File: src/hdl/psq_pkg.sv
// ----------------------------------------------------------------------------
// psq_pkg
// Shared types, codes and defaults for the periodic query scheduler.
// ----------------------------------------------------------------------------
package psq_pkg;

    localparam int CAPACITY_DEF = 64;

    localparam int TIME_W   = 32;
    localparam int ID_W     = 16;
    localparam int PERIOD_W = 16;

    // Result status codes.
    localparam logic [1:0] ST_REGISTERED = 2'd0;
    localparam logic [1:0] ST_EMITTED    = 2'd1;
    localparam logic [1:0] ST_FULL       = 2'd2;
    localparam logic [1:0] ST_EMPTY      = 2'd3;

    // Input mode codes.
    localparam logic MODE_REGISTER = 1'b0;
    localparam logic MODE_EMIT     = 1'b1;

    typedef struct packed {
        logic [TIME_W-1:0]   fire_time;
        logic [ID_W-1:0]     id;
        logic [PERIOD_W-1:0] period;
    } entry_t;

    typedef enum logic [1:0] {
        OP_NONE,
        OP_INSERT,
        OP_REPLACE
    } op_t;

    // Command broadcast to every cell of the chain.
    typedef struct packed {
        op_t    op;
        entry_t entry;
    } cmd_t;

    // Firing time after one period, clamped at the largest time.
    function automatic logic [TIME_W-1:0] next_time(
        input logic [TIME_W-1:0]   t,
        input logic [PERIOD_W-1:0] p
    );
        logic [TIME_W:0] sum;
        begin
            sum = {1'b0, t} + {{(TIME_W + 1 - PERIOD_W){1'b0}}, p};
            next_time = sum[TIME_W] ? {TIME_W{1'b1}} : sum[TIME_W-1:0];
        end
    endfunction

endpackage

File: src/hdl/psq_cell.sv
// ----------------------------------------------------------------------------
// psq_cell
// One slot of the sorted queue. Cells are kept in ascending order of
// (firing time, id, registration slot); cell 0 holds the earliest entry.
// ----------------------------------------------------------------------------
module psq_cell #(
    parameter int SLOT_W = 6,
    parameter int CNT_W  = 7,
    parameter int INDEX  = 0
) (
    input  logic                clk,
    input  psq_pkg::cmd_t       cmd,
    input  logic [SLOT_W-1:0]   cmd_slot,
    input  logic [CNT_W-1:0]    count,
    input  logic                left_gt,
    input  psq_pkg::entry_t     left_entry,
    input  logic [SLOT_W-1:0]   left_slot,
    input  logic                right_lt,
    input  psq_pkg::entry_t     right_entry,
    input  logic [SLOT_W-1:0]   right_slot,
    output logic                gt,
    output logic                lt,
    output psq_pkg::entry_t     entry,
    output logic [SLOT_W-1:0]   slot
);

    psq_pkg::entry_t     entry_reg;
    psq_pkg::entry_t     entry_next;
    logic [SLOT_W-1:0]   slot_reg;
    logic [SLOT_W-1:0]   slot_next;
    logic                occupied;
    logic                key_gt;
    logic                key_lt;

    assign occupied = CNT_W'(INDEX) < count;

    // Slots are unique, so the full key never ties between two entries.
    assign key_gt = {entry_reg.fire_time, entry_reg.id, slot_reg}
                  > {cmd.entry.fire_time, cmd.entry.id, cmd_slot};
    assign key_lt = {entry_reg.fire_time, entry_reg.id, slot_reg}
                  < {cmd.entry.fire_time, cmd.entry.id, cmd_slot};

    assign gt = !occupied || key_gt;
    assign lt = occupied && key_lt;

    always_comb
    begin
        entry_next = entry_reg;
        slot_next  = slot_reg;
        case (cmd.op)
            psq_pkg::OP_INSERT:
            begin
                // Every cell past the insertion point moves one place right.
                if (gt)
                begin
                    if (left_gt)
                    begin
                        entry_next = left_entry;
                        slot_next  = left_slot;
                    end
                    else
                    begin
                        entry_next = cmd.entry;
                        slot_next  = cmd_slot;
                    end
                end
            end
            psq_pkg::OP_REPLACE:
            begin
                // The head leaves; earlier entries move left until the
                // updated head entry finds its place.
                if (right_lt)
                begin
                    entry_next = right_entry;
                    slot_next  = right_slot;
                end
                else if (lt || INDEX == 0)
                begin
                    entry_next = cmd.entry;
                    slot_next  = cmd_slot;
                end
            end
            default:
            begin
                entry_next = entry_reg;
                slot_next  = slot_reg;
            end
        endcase
    end

    always_ff @(posedge clk)
    begin
        entry_reg <= entry_next;
        slot_reg  <= slot_next;
    end

    assign entry = entry_reg;
    assign slot  = slot_reg;

endmodule

File: config.mk
export PLATFORM = sky130hd
export DESIGN_NAME = psq_cell
export DESIGN_NICKNAME = d
export VERILOG_FILES = /design/src/hdl/psq_pkg.sv /design/src/hdl/psq_cell.sv
export SDC_FILE = /design/constraint.sdc
export NUM_CORES = 1
export LEC_CHECK = 0
export BUFFER_PORTS_ARGS = -buffer_cell sky130_fd_sc_hd__buf_2
export CAP_MARGIN = 20
export CORE_AREA = 2 2 114 116
export DETAILED_ROUTE_END_ITERATION = 16
export DIE_AREA = 0 0 116 118
export PLACE_DENSITY = 0.71
export SLEW_MARGIN = 20
export SYNTH_ARGS = -nofsm -noshare
export SYNTH_HDL_FRONTEND = slang
export SYNTH_SLANG_ARGS = --single-unit
File: constraint.sdc
create_clock -name clk -period 9.11 [get_ports clk]
set_input_delay 1.822 -clock clk [delete_from_list [all_inputs] [get_ports clk]]
set_output_delay 1.822 -clock clk [all_outputs]
set_load 0.01 [all_outputs]
== Word-level counts from Yosys, hierarchy flattened ==
Index checks and enable logic that the tools add are counted.
Word-level totals
  register bits after elaboration: 70
  input bits: 222
Cells by class
  equality and inequality tests: 3
  mux-type cells: 8
  order comparisons: 3
  reductions and logical operators: 5
Operator list (count)
  64-bit 2-to-1 mux: 3
  64-bit one-hot mux with 2 select lines: 1
  54-bit greater-than comparator: 1
  54-bit less-than comparator: 1
  6-bit 2-to-1 mux: 3
  6-bit one-hot mux with 2 select lines: 1
  1-bit by 7-bit less-than comparator with 1-bit output, first input constant: 1
  2-bit by 1-bit equality test with 1-bit output, second input constant: 1
  2-bit equality test, second input constant: 1
  2-bit inequality test, second input constant: 1
  2-bit AND reduction: 1
  2-bit nonzero test: 1
  1-bit logical AND: 1
  1-bit logical NOT: 1
  1-bit logical OR: 1

== Logic depth before layout (Yosys ltp) ==
Gate-level depths: netlist of run 1.
  depth after elaboration: 5
  depth in mapped cells: 8
  depth with buffers taken out: 8

== Least setup slack after synthesis of run 1 ==
No wires, ideal clock.
  kind: input port to flip-flop
  start: input port cmd[55] in the netlist's numbering
  end: register entry_reg (netlist bit entry[0]) (enable)
  cell stages on the path: 8
  arrival time: 6115 ps
  path buffers: 0
  slack: 2488 ps
  library setup time: 507 ps
  cell sequence: inv_1 > ha_1 > nand4_1 > nor4_1 > a221oi_1 > o21ai_0 > a21oi_1 > o21ai_1
On the way
  longest elaborated chain between the ends: 4
Ends and longest elaborated chain
  start: declaration: RTL line psq_cell.sv:12  | input psq_pkg::cmd_t cmd,
  54-bit greater-than comparator: RTL line psq_cell.sv:39  | > {cmd.entry.fire_time, cmd.entry.id, cmd_slot};
  1-bit logical OR: RTL line psq_cell.sv:43  | assign gt = !occupied || key_gt;
  2-bit inequality test (no line)
  2-bit AND reduction (no line)
  end signal: assignment: RTL line psq_cell.sv:93  | entry_reg <= entry_next;
  end: declaration: RTL line psq_cell.sv:27  | psq_pkg::entry_t entry_reg;
No other way between the ends.
A chain may end at the register's enable or synchronous reset.

== Final worst setup path of run 1 ==
  start: input port cmd[33] in the netlist's numbering
  end: output port gt
On the way
  longest elaborated chain between the ends: 2
Ends and longest elaborated chain
  54-bit greater-than comparator: RTL line psq_cell.sv:39
  1-bit logical OR: RTL line psq_cell.sv:43
  end: declaration: RTL line psq_cell.sv:21  | output logic gt,
No other way between the ends.

==> results.toml, run 1 <==
[drt]
drc = 0
wl_mm = 14.66
dr.pass1.iters = 5
vias = 4800
drt_iter0_drc = 173
vias_per_cell = 5.212
wl_per_cell_um = 15.91
ant_nets = 0

[final_layout]
num_antenna_cells = 0
fin_area_mm2 = 0.006484
fin_nets = 1020
fin_util_pct = 52.23
largest_reg_flops = 64
final_layout_size_suffix_gt1_share_pct = 42.59
area_growth_pct = 41.08
mostFrequentLayoutCells = "buf_2, o22ai_1, edfxtp_1"
final_common_cell = "buf_2"

[worst_hold_path]
min-delay-path-class = "flop to flop"
hp-start = "entry[31]"
hold_end = "entry[31]"
hold_depth = 5

[synth]
synth-compound-area-share_pct = 23.58
synth-edff-count = 70
syn-num-nets = 741
syn_area_mm2 = 0.004596
synth_fa_ha_area_share_pct = 14.70
synthFlopType = "edfxtp_1"
synth_warnings = 0
yosysSeqAreaShare_pct = 45.74
avgSynthCellArea_um2 = 9.883
async_flop_share_pct = 0
yosys.area_share.simple_pct = 9.039
synth_cell_type_count = 35
ys_seq_elements = 70
synthXorXnorAreaFrac_pct = 0
synth_mux_area_share_pct = 0
synthCells = 465
synth_top_family_by_area = "compound AO/OA/AOI/OAI gates"

[clock_network]
clkTransAtPathRegs_ns = 0.06
cts_buffers = 9
insertion_delay_ns = 0.33
cts_root_buf = "clkbuf_16"
postCtsSetupBuffers = 0
ctsHoldBuffers = 0
cts-resized-gates = 0
cts_tree = "done"
clk_path_buf_depth = 2
clock_sinks = 70
htree_levels = 3

[setup_path]
cp.required_ns = 7.29
critPathMaxFanout = 3
startpoint_type = "input port"
max_stage_delay_ns = 0.35
timing.rr.end = "entry[11]"
r2r_setup_slack_ns = 5.46
r2r-start = "entry[53]"
cpMostUsedCell = "buf_2"
startpoint = "cmd[33]"
path_cells = "buf_2 > inv_1 > ha_1 > a21o_1 > a221o_1 > a221oi_4 > nand4_2 > a221oi_2 > nor2_1 > buf_2"
worstSetupPathType = "input port to output port"
critPathSlowestCell = "a221o_1"
reg2reg_depth = 8
arrival_ns = 3.83
end_kind = "output port"

[job]
maxCapViolations = 0

[sta]
tns_ns = 0
finalMaxSlewViolations = 0
setup_viol_count_final = 0
tightest_slew_ns = 1.025
relSlewSlack_pct = 31.40
layout_setup_ws_ns = 3.459
rsz0062_at_grt = "false"
post-route-period-util_pct = 62.04
fin_skew_ns = 0.007595
hold_viol_final = 0
fmax_ghz = 0.1769
period_minus_slack_ns = 5.651

[grt]
gr-total-overflow = 0
grt_max_degree = 68
grt.total_usage_pct = 20.79
grt_pass1_wl_mm = 22.43
antenna_found_initial = 0
grt_pass1_vias = 4668

[placement]
gp_congestion = 0.8307
io_buffers = 293
post-dp-hpwl_mm = 11.55
dp_slack_ns = 3.462
placed_area_mm2 = 0.006217

[die]
core-area_mm2 = 0.01241
die-area_mm2 = 0.01369
initial_core_util_pct = 37.02
die_w_um = 116
fp.dieH_um = 118
ios = 294
fp-row-count = 41

[power]
power_switching_uw = 277.4
p_per_area_mw_per_mm2 = 147.8
p_total_uw = 958.1
seqPwrFrac_pct = 42.4
intPower_uw = 680.7
vdd_drop_max_mv = 0.08243
clockPowerShare_pct = 32.9
power_leakage_nw = 3.096
swShare_pct = 28.95
power_frac_comb_pct = 24.7

[status]
status = "finished, final reports clean"
cells in the mapped netlist (8+ instances only):
library cell / instances / area, um^2
buf_1: 9 / 33.78
nand2_1: 15 / 56.30
nand4_1: 12 / 75.07
o21ai_0: 8 / 40.04
o22ai_1: 70 / 437.9
clkbuf_1: 16 / 60.06
nor2_1: 41 / 153.9
inv_1: 56 / 210.2
ha_1: 54 / 675.7
a21oi_1: 21 / 105.1
a31oi_1: 53 / 331.6
edfxtp_1: 70 / 2102
worst max-delay path, delay by kind of cell:
family	cells	cell delay, ns
AO/OA/AOI/OAI	4	1.17
adder cells (fa/ha/maj)	1	0.32
buffers and inverters	3	0.27
AND/OR/NAND/NOR	2	0.25
metrics by stage:
stage | hold WS (ns) | instances
finish | 1.485 | 921
global route | 1.586 | 921
CTS | 1.520 | 921
detailed placement | 1.509 | 905
global placement | 1.455 | 905
floorplan | 2.023 | 465
layer usage:
| metal | GRT usage [%] | share of wire (%) | up-vias |
|---|---|---|---|
| met3 | 3.913 | 7.1 | 21 |
| li1 | - | - | 2369 |
| met4 | 7.143 | 2.3 | 0 |
| met2 | 37.17 | 51 | 216 |
| met5 | 0 | 0 | - |
| met1 | 24.58 | 40 | 2194 |
kinds of logic (layout without fill, tap and decap cells):
group,Yosys count,after routing
and+or+nand+nor,88,88
adders and majority gates,54,54
buffers and inverters,84,368
AOI/OAI and AO/OA,169,169
DFF,70,70
cell type report:
cell class              instances  area (um^2)
multi-input cells             311         2201
flip-flops and latches         70         2102
repair buffers                296         1489
well taps                     172        215.2
clock buffers                   9        225.2
fillers                      1153         5931
inverters                      56        210.2
clock inverters                 7        41.29
worst max path at each step:
stage                          end  slack [ns]  cells past startpoint
final                           gt        3.46                     10
after global routing            gt        3.35                     10
after global placement          gt        3.54                     10
after floorplan           entry[0]        2.49                      8
after detailed placement        gt        3.46                     10
after CTS                       gt        3.46                     10
power groups by stage:
stage	logic (mW)	registers [mW]	clock network, mW
after CTS	0.240	0.406	0.324
after global routing	0.265	0.409	0.338
after global placement	0.232	0.411	0
after floorplan	0.116	0.427	0
after detailed placement	0.238	0.413	0
final	0.237	0.406	0.315
No activity file was read; power rests on OpenSTA's default activity.
==> inputs of run 2 (changes only) <==
Settings changed: ABC_AREA set to 1, CORE_AREA 2 2 114 116 to not set, CORE_MARGIN set to 2, CORE_UTILIZATION set to 40, DIE_AREA 0 0 116 118 to not set, PLACE_DENSITY 0.71 to 0.72.
Clock period 9.11 ns to 5.86 ns, I/O delays scaled along.
==> run 2 against run 1 <==
Against the previous run: sequential cell count unchanged; cell count grew 30%; core utilization is 1.9 points higher; critical path depth is 3 higher; largest power group unchanged.
==> results.toml, run 2 <==
[status]
status = "finished, final reports clean"

[final_layout]
final_layout_size_suffix_gt1_share_pct = 32.81
final_common_cell = "buf_2"
area_growth_pct = 32.83
fin_nets = 1283
mostFrequentLayoutCells = "buf_2, nor2_1, o21ai_0"
largest_reg_flops = 64
fin_area_mm2 = 0.007452
layout.cells.non_filler = 1193

[clock_network]
cts-resized-gates = 0
clock_sinks = 70
clk_path_buf_depth = 2
insertion_delay_ns = 0.34
cts_root_buf = "clkbuf_16"
htree_levels = 3
cts_buffers = 9
postCtsSetupBuffers = 0
ctsHoldBuffers = 0
cts_tree = "done"
clkTransAtPathRegs_ns = 0.06

[power]
power_leakage_nw = 3.675
swShare_pct = 30.30
power_switching_uw = 484.1
p_per_area_mw_per_mm2 = 214.4
intPower_mw = 1.113
seqPwrFrac_pct = 39.6
power_frac_comb_pct = 27.0
clockPowerShare_pct = 33.3
vdd_drop_max_mv = 0.09768

[synth]
yosysMostFrequentCell = "nor2_1"
synthCells = 742
ys_seq_elements = 70
synth_fa_ha_area_share_pct = 12.04
synth_top_family_by_area = "compound AO/OA/AOI/OAI gates"
synth_commonest_cells = "nor2_1, o21ai_0, inv_1"
avgSynthCellArea_um2 = 7.561
synthFlopType = "edfxtp_1"
synth.largest_area_cell = "edfxtp_1"
synth-compound-area-share_pct = 22.52
yosys.area_share.simple_pct = 19.40
yosysSeqAreaShare_pct = 37.47
synth-edff-count = 70
synthTopCellsByArea = "edfxtp_1, ha_1, o21ai_0"
syn-num-nets = 1018
synthXorXnorAreaFrac_pct = 0
netlist.area_leader.share_pct = 37.47
async_flop_share_pct = 0
synth_cell_type_count = 29
synth_mux_area_share_pct = 0
synth_warnings = 0
syn_area_mm2 = 0.005610

[drt]
vias_per_cell = 5.254
drt_iter0_drc = 391
dr.pass1.iters = 5
drc = 0
vias = 6268
wl_mm = 19.09
wl_per_cell_um = 16.00
ant_nets = 0

[placement]
placed_area_mm2 = 0.007167
io_buffers = 293
place_inst = 1176
gp_congestion = 0.7950
post-dp-hpwl_mm = 13.43

[setup_path]
path_cells = "buf_2 > inv_1 > ha_1 > nand2_1 > nor2_1 > nand2_1 > nor2_1 > nand2_1 > nand3_2 > nand2_1 > nand2_2 > and2_1 > buf_2"
critPathSlowestCell = "ha_1"
max_stage_delay_ns = 0.28
cp.required_ns = 4.69
critPathMaxFanout = 3
end_kind = "output port"
cp_top_family = "simple AND/OR/NAND/NOR gates"
arrival_ns = 2.73
startpoint_type = "input port"
critical_path_buf_inv_count = 3
cpMostUsedCell = "nand2_1"
worstSetupPathType = "input port to output port"

[sta]
setup_viol_count_final = 0
rsz0062_at_grt = "false"
finalMaxSlewViolations = 0
tns_ns = 0
post-route-period-util_pct = 66.59
fmax_ghz = 0.2563
period_minus_slack_ns = 3.902
hold_viol_final = 0
relSlewSlack_pct = 34.36
fin_skew_ns = 0.007469
tightest_slew_ns = 0.9846
whs_ns = 1.150

[grt]
grt.total_usage_pct = 25.03
grt_pass1_wl_mm = 28.93
grt_max_degree = 72
antenna_found_initial = 3
gr-total-overflow = 0
grt_pass1_vias = 5750

[die]
ios = 294
fp-row-count = 43
core-area_mm2 = 0.01377
fp.dieH_um = 122.4
initial_core_util_pct = 40.73
die_w_um = 122.4
die-area_mm2 = 0.01499

[worst_hold_path]
min-delay-path-class = "input port to flop"

[job]
maxCapViolations = 0
[run 2: cell types whose count changed after synthesis, moves of 10 or more]
cell	delta
a31oi_1	-53
nand2_1	+58
nor2_1	+120
clkbuf_1	+17
inv_1	+22
o21ai_1	+10
o21ai_0	+121
[run 2: power by group through the flow]
stage          clock network, mW  registers, mW  logic [mW]
2_1_floorplan                  0          0.664       0.221
3_3_place_gp                   0          0.641       0.427
3_5_place_dp                   0          0.643       0.431
4_1_cts                    0.545          0.633       0.434
5_1_grt                    0.564          0.638       0.488
6_report                   0.533          0.633       0.432
[run 2: logic make-up (layout without fill, tap and decap cells)]
kind of cell | after synthesis | in the layout
other | 0 | 1
adders and majority gates | 54 | 54
AOI/OAI and AO/OA | 231 | 231
buffers and inverters | 125 | 395
and+or+nand+nor | 262 | 262
DFF | 70 | 70
[run 2: cell type report]
class                      instances  area (um^2)
sequential                        70         2102
tap                              180        225.2
multi-input combinational        547         3035
antenna                            1        2.502
clock inverter                     7        55.05
inverter                          82        310.3
fill                            1388         6321
clock buffer                       9        225.2
timing repair buffer             297         1496
[run 2: metrics by stage]
step           worst slack (ns)  total power, mW  utilization [%]
3_5_place_dp              1.943            1.075            52.03
2_1_floorplan             1.714           0.8850                -
5_1_grt                   1.791            1.689            54.11
3_3_place_gp              1.991            1.068            52.03
6_report                  1.958            1.598            54.11
4_1_cts                   1.942            1.612            54.07
[run 2: path summary, 6_finish.rpt]
kind	slack (ns)	startpoint	depth (start not counted)	end
max	1.96	cmd[23]	13	gt
min reg2reg	1.91	entry[32]	7	entry[42]
max reg2reg	3.03	entry[23]	11	slot[0]
min	1.15	right_entry[62]	3	entry[62]
[run 2: metal layers]
layer	routed length (um)	track usage, %
met1	7655	29.36
met2	9261	43.65
met3	1703	6.645
met4	441	9.483
met5	30	0
[run 2: tightest hold or removal path: cells and delay by family]
family | cells | cell delay (ns)
AO/OA/AOI/OAI | 2 | 0.14
buffers and inverters | 1 | 0.07
==> inputs of run 3 (changes only) <==
Settings changed: ABC_AREA 1 to 0, CORE_AREA set to 2 2 115 117, CORE_MARGIN 2 to not set, CORE_UTILIZATION 40 to not set, DIE_AREA set to 0 0 117 119, PLACE_DENSITY 0.72 to 0.73.
Clock period 5.86 ns to 3.3 ns, I/O delays scaled along.
==> run 3 against run 2 <==
Against the previous run: die area decreased by 7.1%; via count fell by 25%; total power rose by 77%; clock power up 93%; clock skew is 0.0022 ns higher; combinational power rose by 58%; first-iteration DRC count shrank 57%; critical path depth shrank 3; global-route usage decreased by 5.5 points.
==> results.toml, run 3 (synthesized netlist as in run 1, its figures left out) <==
[worst_hold_path]
min-delay-path-class = "input port to flop"
hold_depth = 3
hp-start = "cmd[0]"
hold_end = "entry[0]"

[grt]
grt.total_usage_pct = 19.51
antenna_found_initial = 0
grt_pass1_vias = 4419
gr-total-overflow = 0
grt_pass1_wl_mm = 21.27
grt_max_degree = 71

[clock_network]
ctsHoldBuffers = 0
cts_buffers = 9
htree_levels = 3
cts_root_buf = "clkbuf_16"
clk_path_buf_depth = 2
clock_sinks = 70
insertion_delay_ns = 0.33
clkTransAtPathRegs_ns = 0.06
cts_tree = "done"

[sta]
hold_viol_final = 0
relSlewSlack_pct = 55.04
fin_skew_ns = 0.009686
tightest_slew_ns = 0.6744
setup_viol_count_final = 0
layout_setup_ws_ns = 0.09023
whs_ns = 0.6222
fmax_ghz = 0.3115
finalMaxSlewViolations = 0
post-route-period-util_pct = 97.27
period_minus_slack_ns = 3.210
rsz0062_at_grt = "true"

[job]
maxCapViolations = 0

[status]
status = "finished, final reports clean"

[setup_path]
r2r-start = "entry[31]"
r2r_setup_slack_ns = 0.54
critPathMaxFanout = 3
cp.required_ns = 2.64
worstSetupPathType = "input port to output port"
timing.rr.end = "entry[31]"
reg2reg_depth = 10
end_kind = "output port"
startpoint_type = "input port"
arrival_ns = 2.55

[final_layout]
num_antenna_cells = 0
final_layout_size_suffix_gt1_share_pct = 44.84
register_area_mm2 = 0.002102
mostFrequentLayoutCells = "buf_2, o22ai_1, edfxtp_1"
final_common_cell = "buf_2"
multiInputGateArea_mm2 = 0.002277
nFillCells = 1183
fin_nets = 1027
largest_reg_flops = 64
area_growth_pct = 45.88

[drt]
wl_per_cell_um = 15.01
dr.pass1.iters = 4
ant_nets = 0
vias = 4706
drt_iter0_drc = 169
drc = 0
wl_mm = 13.99
vias_per_cell = 5.049

[placement]
post-dp-hpwl_mm = 10.81
io_buffers = 293
dp_slack_ns = -0.01027
gp_congestion = 0.8464

[die]
initial_core_util_pct = 35.69
die_w_um = 117
die-area_mm2 = 0.01392
fp.dieH_um = 119
fp-row-count = 42
core-area_mm2 = 0.01287
ios = 294

[power]
p_per_area_mw_per_mm2 = 422.9
vdd_drop_max_mv = 0.2637
power_leakage_nw = 3.170
run 3: cell count changes in the layout (fill, tap and decap cells not counted), sizes merged, moves of 4 or more:
cell    change
nand3       -5
clkinv      -5
a221oi      +4
nor2      -126
o21ai     -131
buf         +6
inv        -24
nand2      -63
a31oi      +53
a21oi       +6
nor2b       +4
nor4        +4
nand4      +10
run 3: critical path, cell delays in order:
cell and delay, ns:
buf_2 0.10, inv_2 0.06, ha_4 0.20, and2_4 0.15
a221o_1 0.35, a221oi_4 0.31, nand4_2 0.20, a221oi_4 0.31
nor2_1 0.06, buf_2 0.14
run 3: final cells by class:
class	count	share of cell area, %
inverters	56	3.136
flip-flops and latches	70	31.36
multi-input cells	311	33.97
clock inverters	6	1.288
well taps	176	3.285
clock buffers	10	3.415
repair buffers	303	23.55
run 3: worst max path at each step:
stage | endpoint | slack [ns] | startpoint | depth (start not counted)
2_1_floorplan | entry[0] | 0.005 | cmd[51] | 8
3_3_place_gp | gt | 0.06 | cmd[33] | 10
3_5_place_dp | gt | -0.01 | cmd[33] | 10
4_1_cts | gt | 0.002 | cmd[33] | 10
5_1_grt | gt | -0.08 | entry[35] | 8
6_report | gt | 0.09 | cmd[35] | 10
run 3: through the flow:
step | utilization, % | instances | power (mW) | TNS (ns) | area [um^2]
after floorplan | - | 465 | 1.500 | 0 | 4642
after global placement | 49.18 | 914 | 1.792 | 0 | 6332
after detailed placement | 49.18 | 914 | 1.810 | -0.01027 | 6332
after CTS | 51.63 | 930 | 2.849 | 0 | 6648
after global routing | 52.07 | 932 | 2.982 | -0.1213 | 6704
final | 52.07 | 932 | 2.835 | 0 | 6704
run 3: metal layers:
layer / vias to the layer above / global-route usage (%) / wire, um
li1: 2392 / - / -
met4: 0 / 6.544 / 272
met5: - / 0 / 0
met3: 21 / 3.766 / 964
met1: 2093 / 24.63 / 6057
met2: 200 / 33.13 / 6697
run 3: what timing repair did:
action	4_1_cts	5_1_grt
pin swaps	1	10
setup buffers	0	2
endpoints found under the setup margin	1	2
gates resized for setup	0	8
run 3: power breakdown:
part           total, mW  switching [mW]  leakage, nW  internal (mW)
clock network       1.03           0.374        0.152          0.661
registers           1.12          0.0333        0.659           1.08
logic              0.683           0.370         2.36          0.314
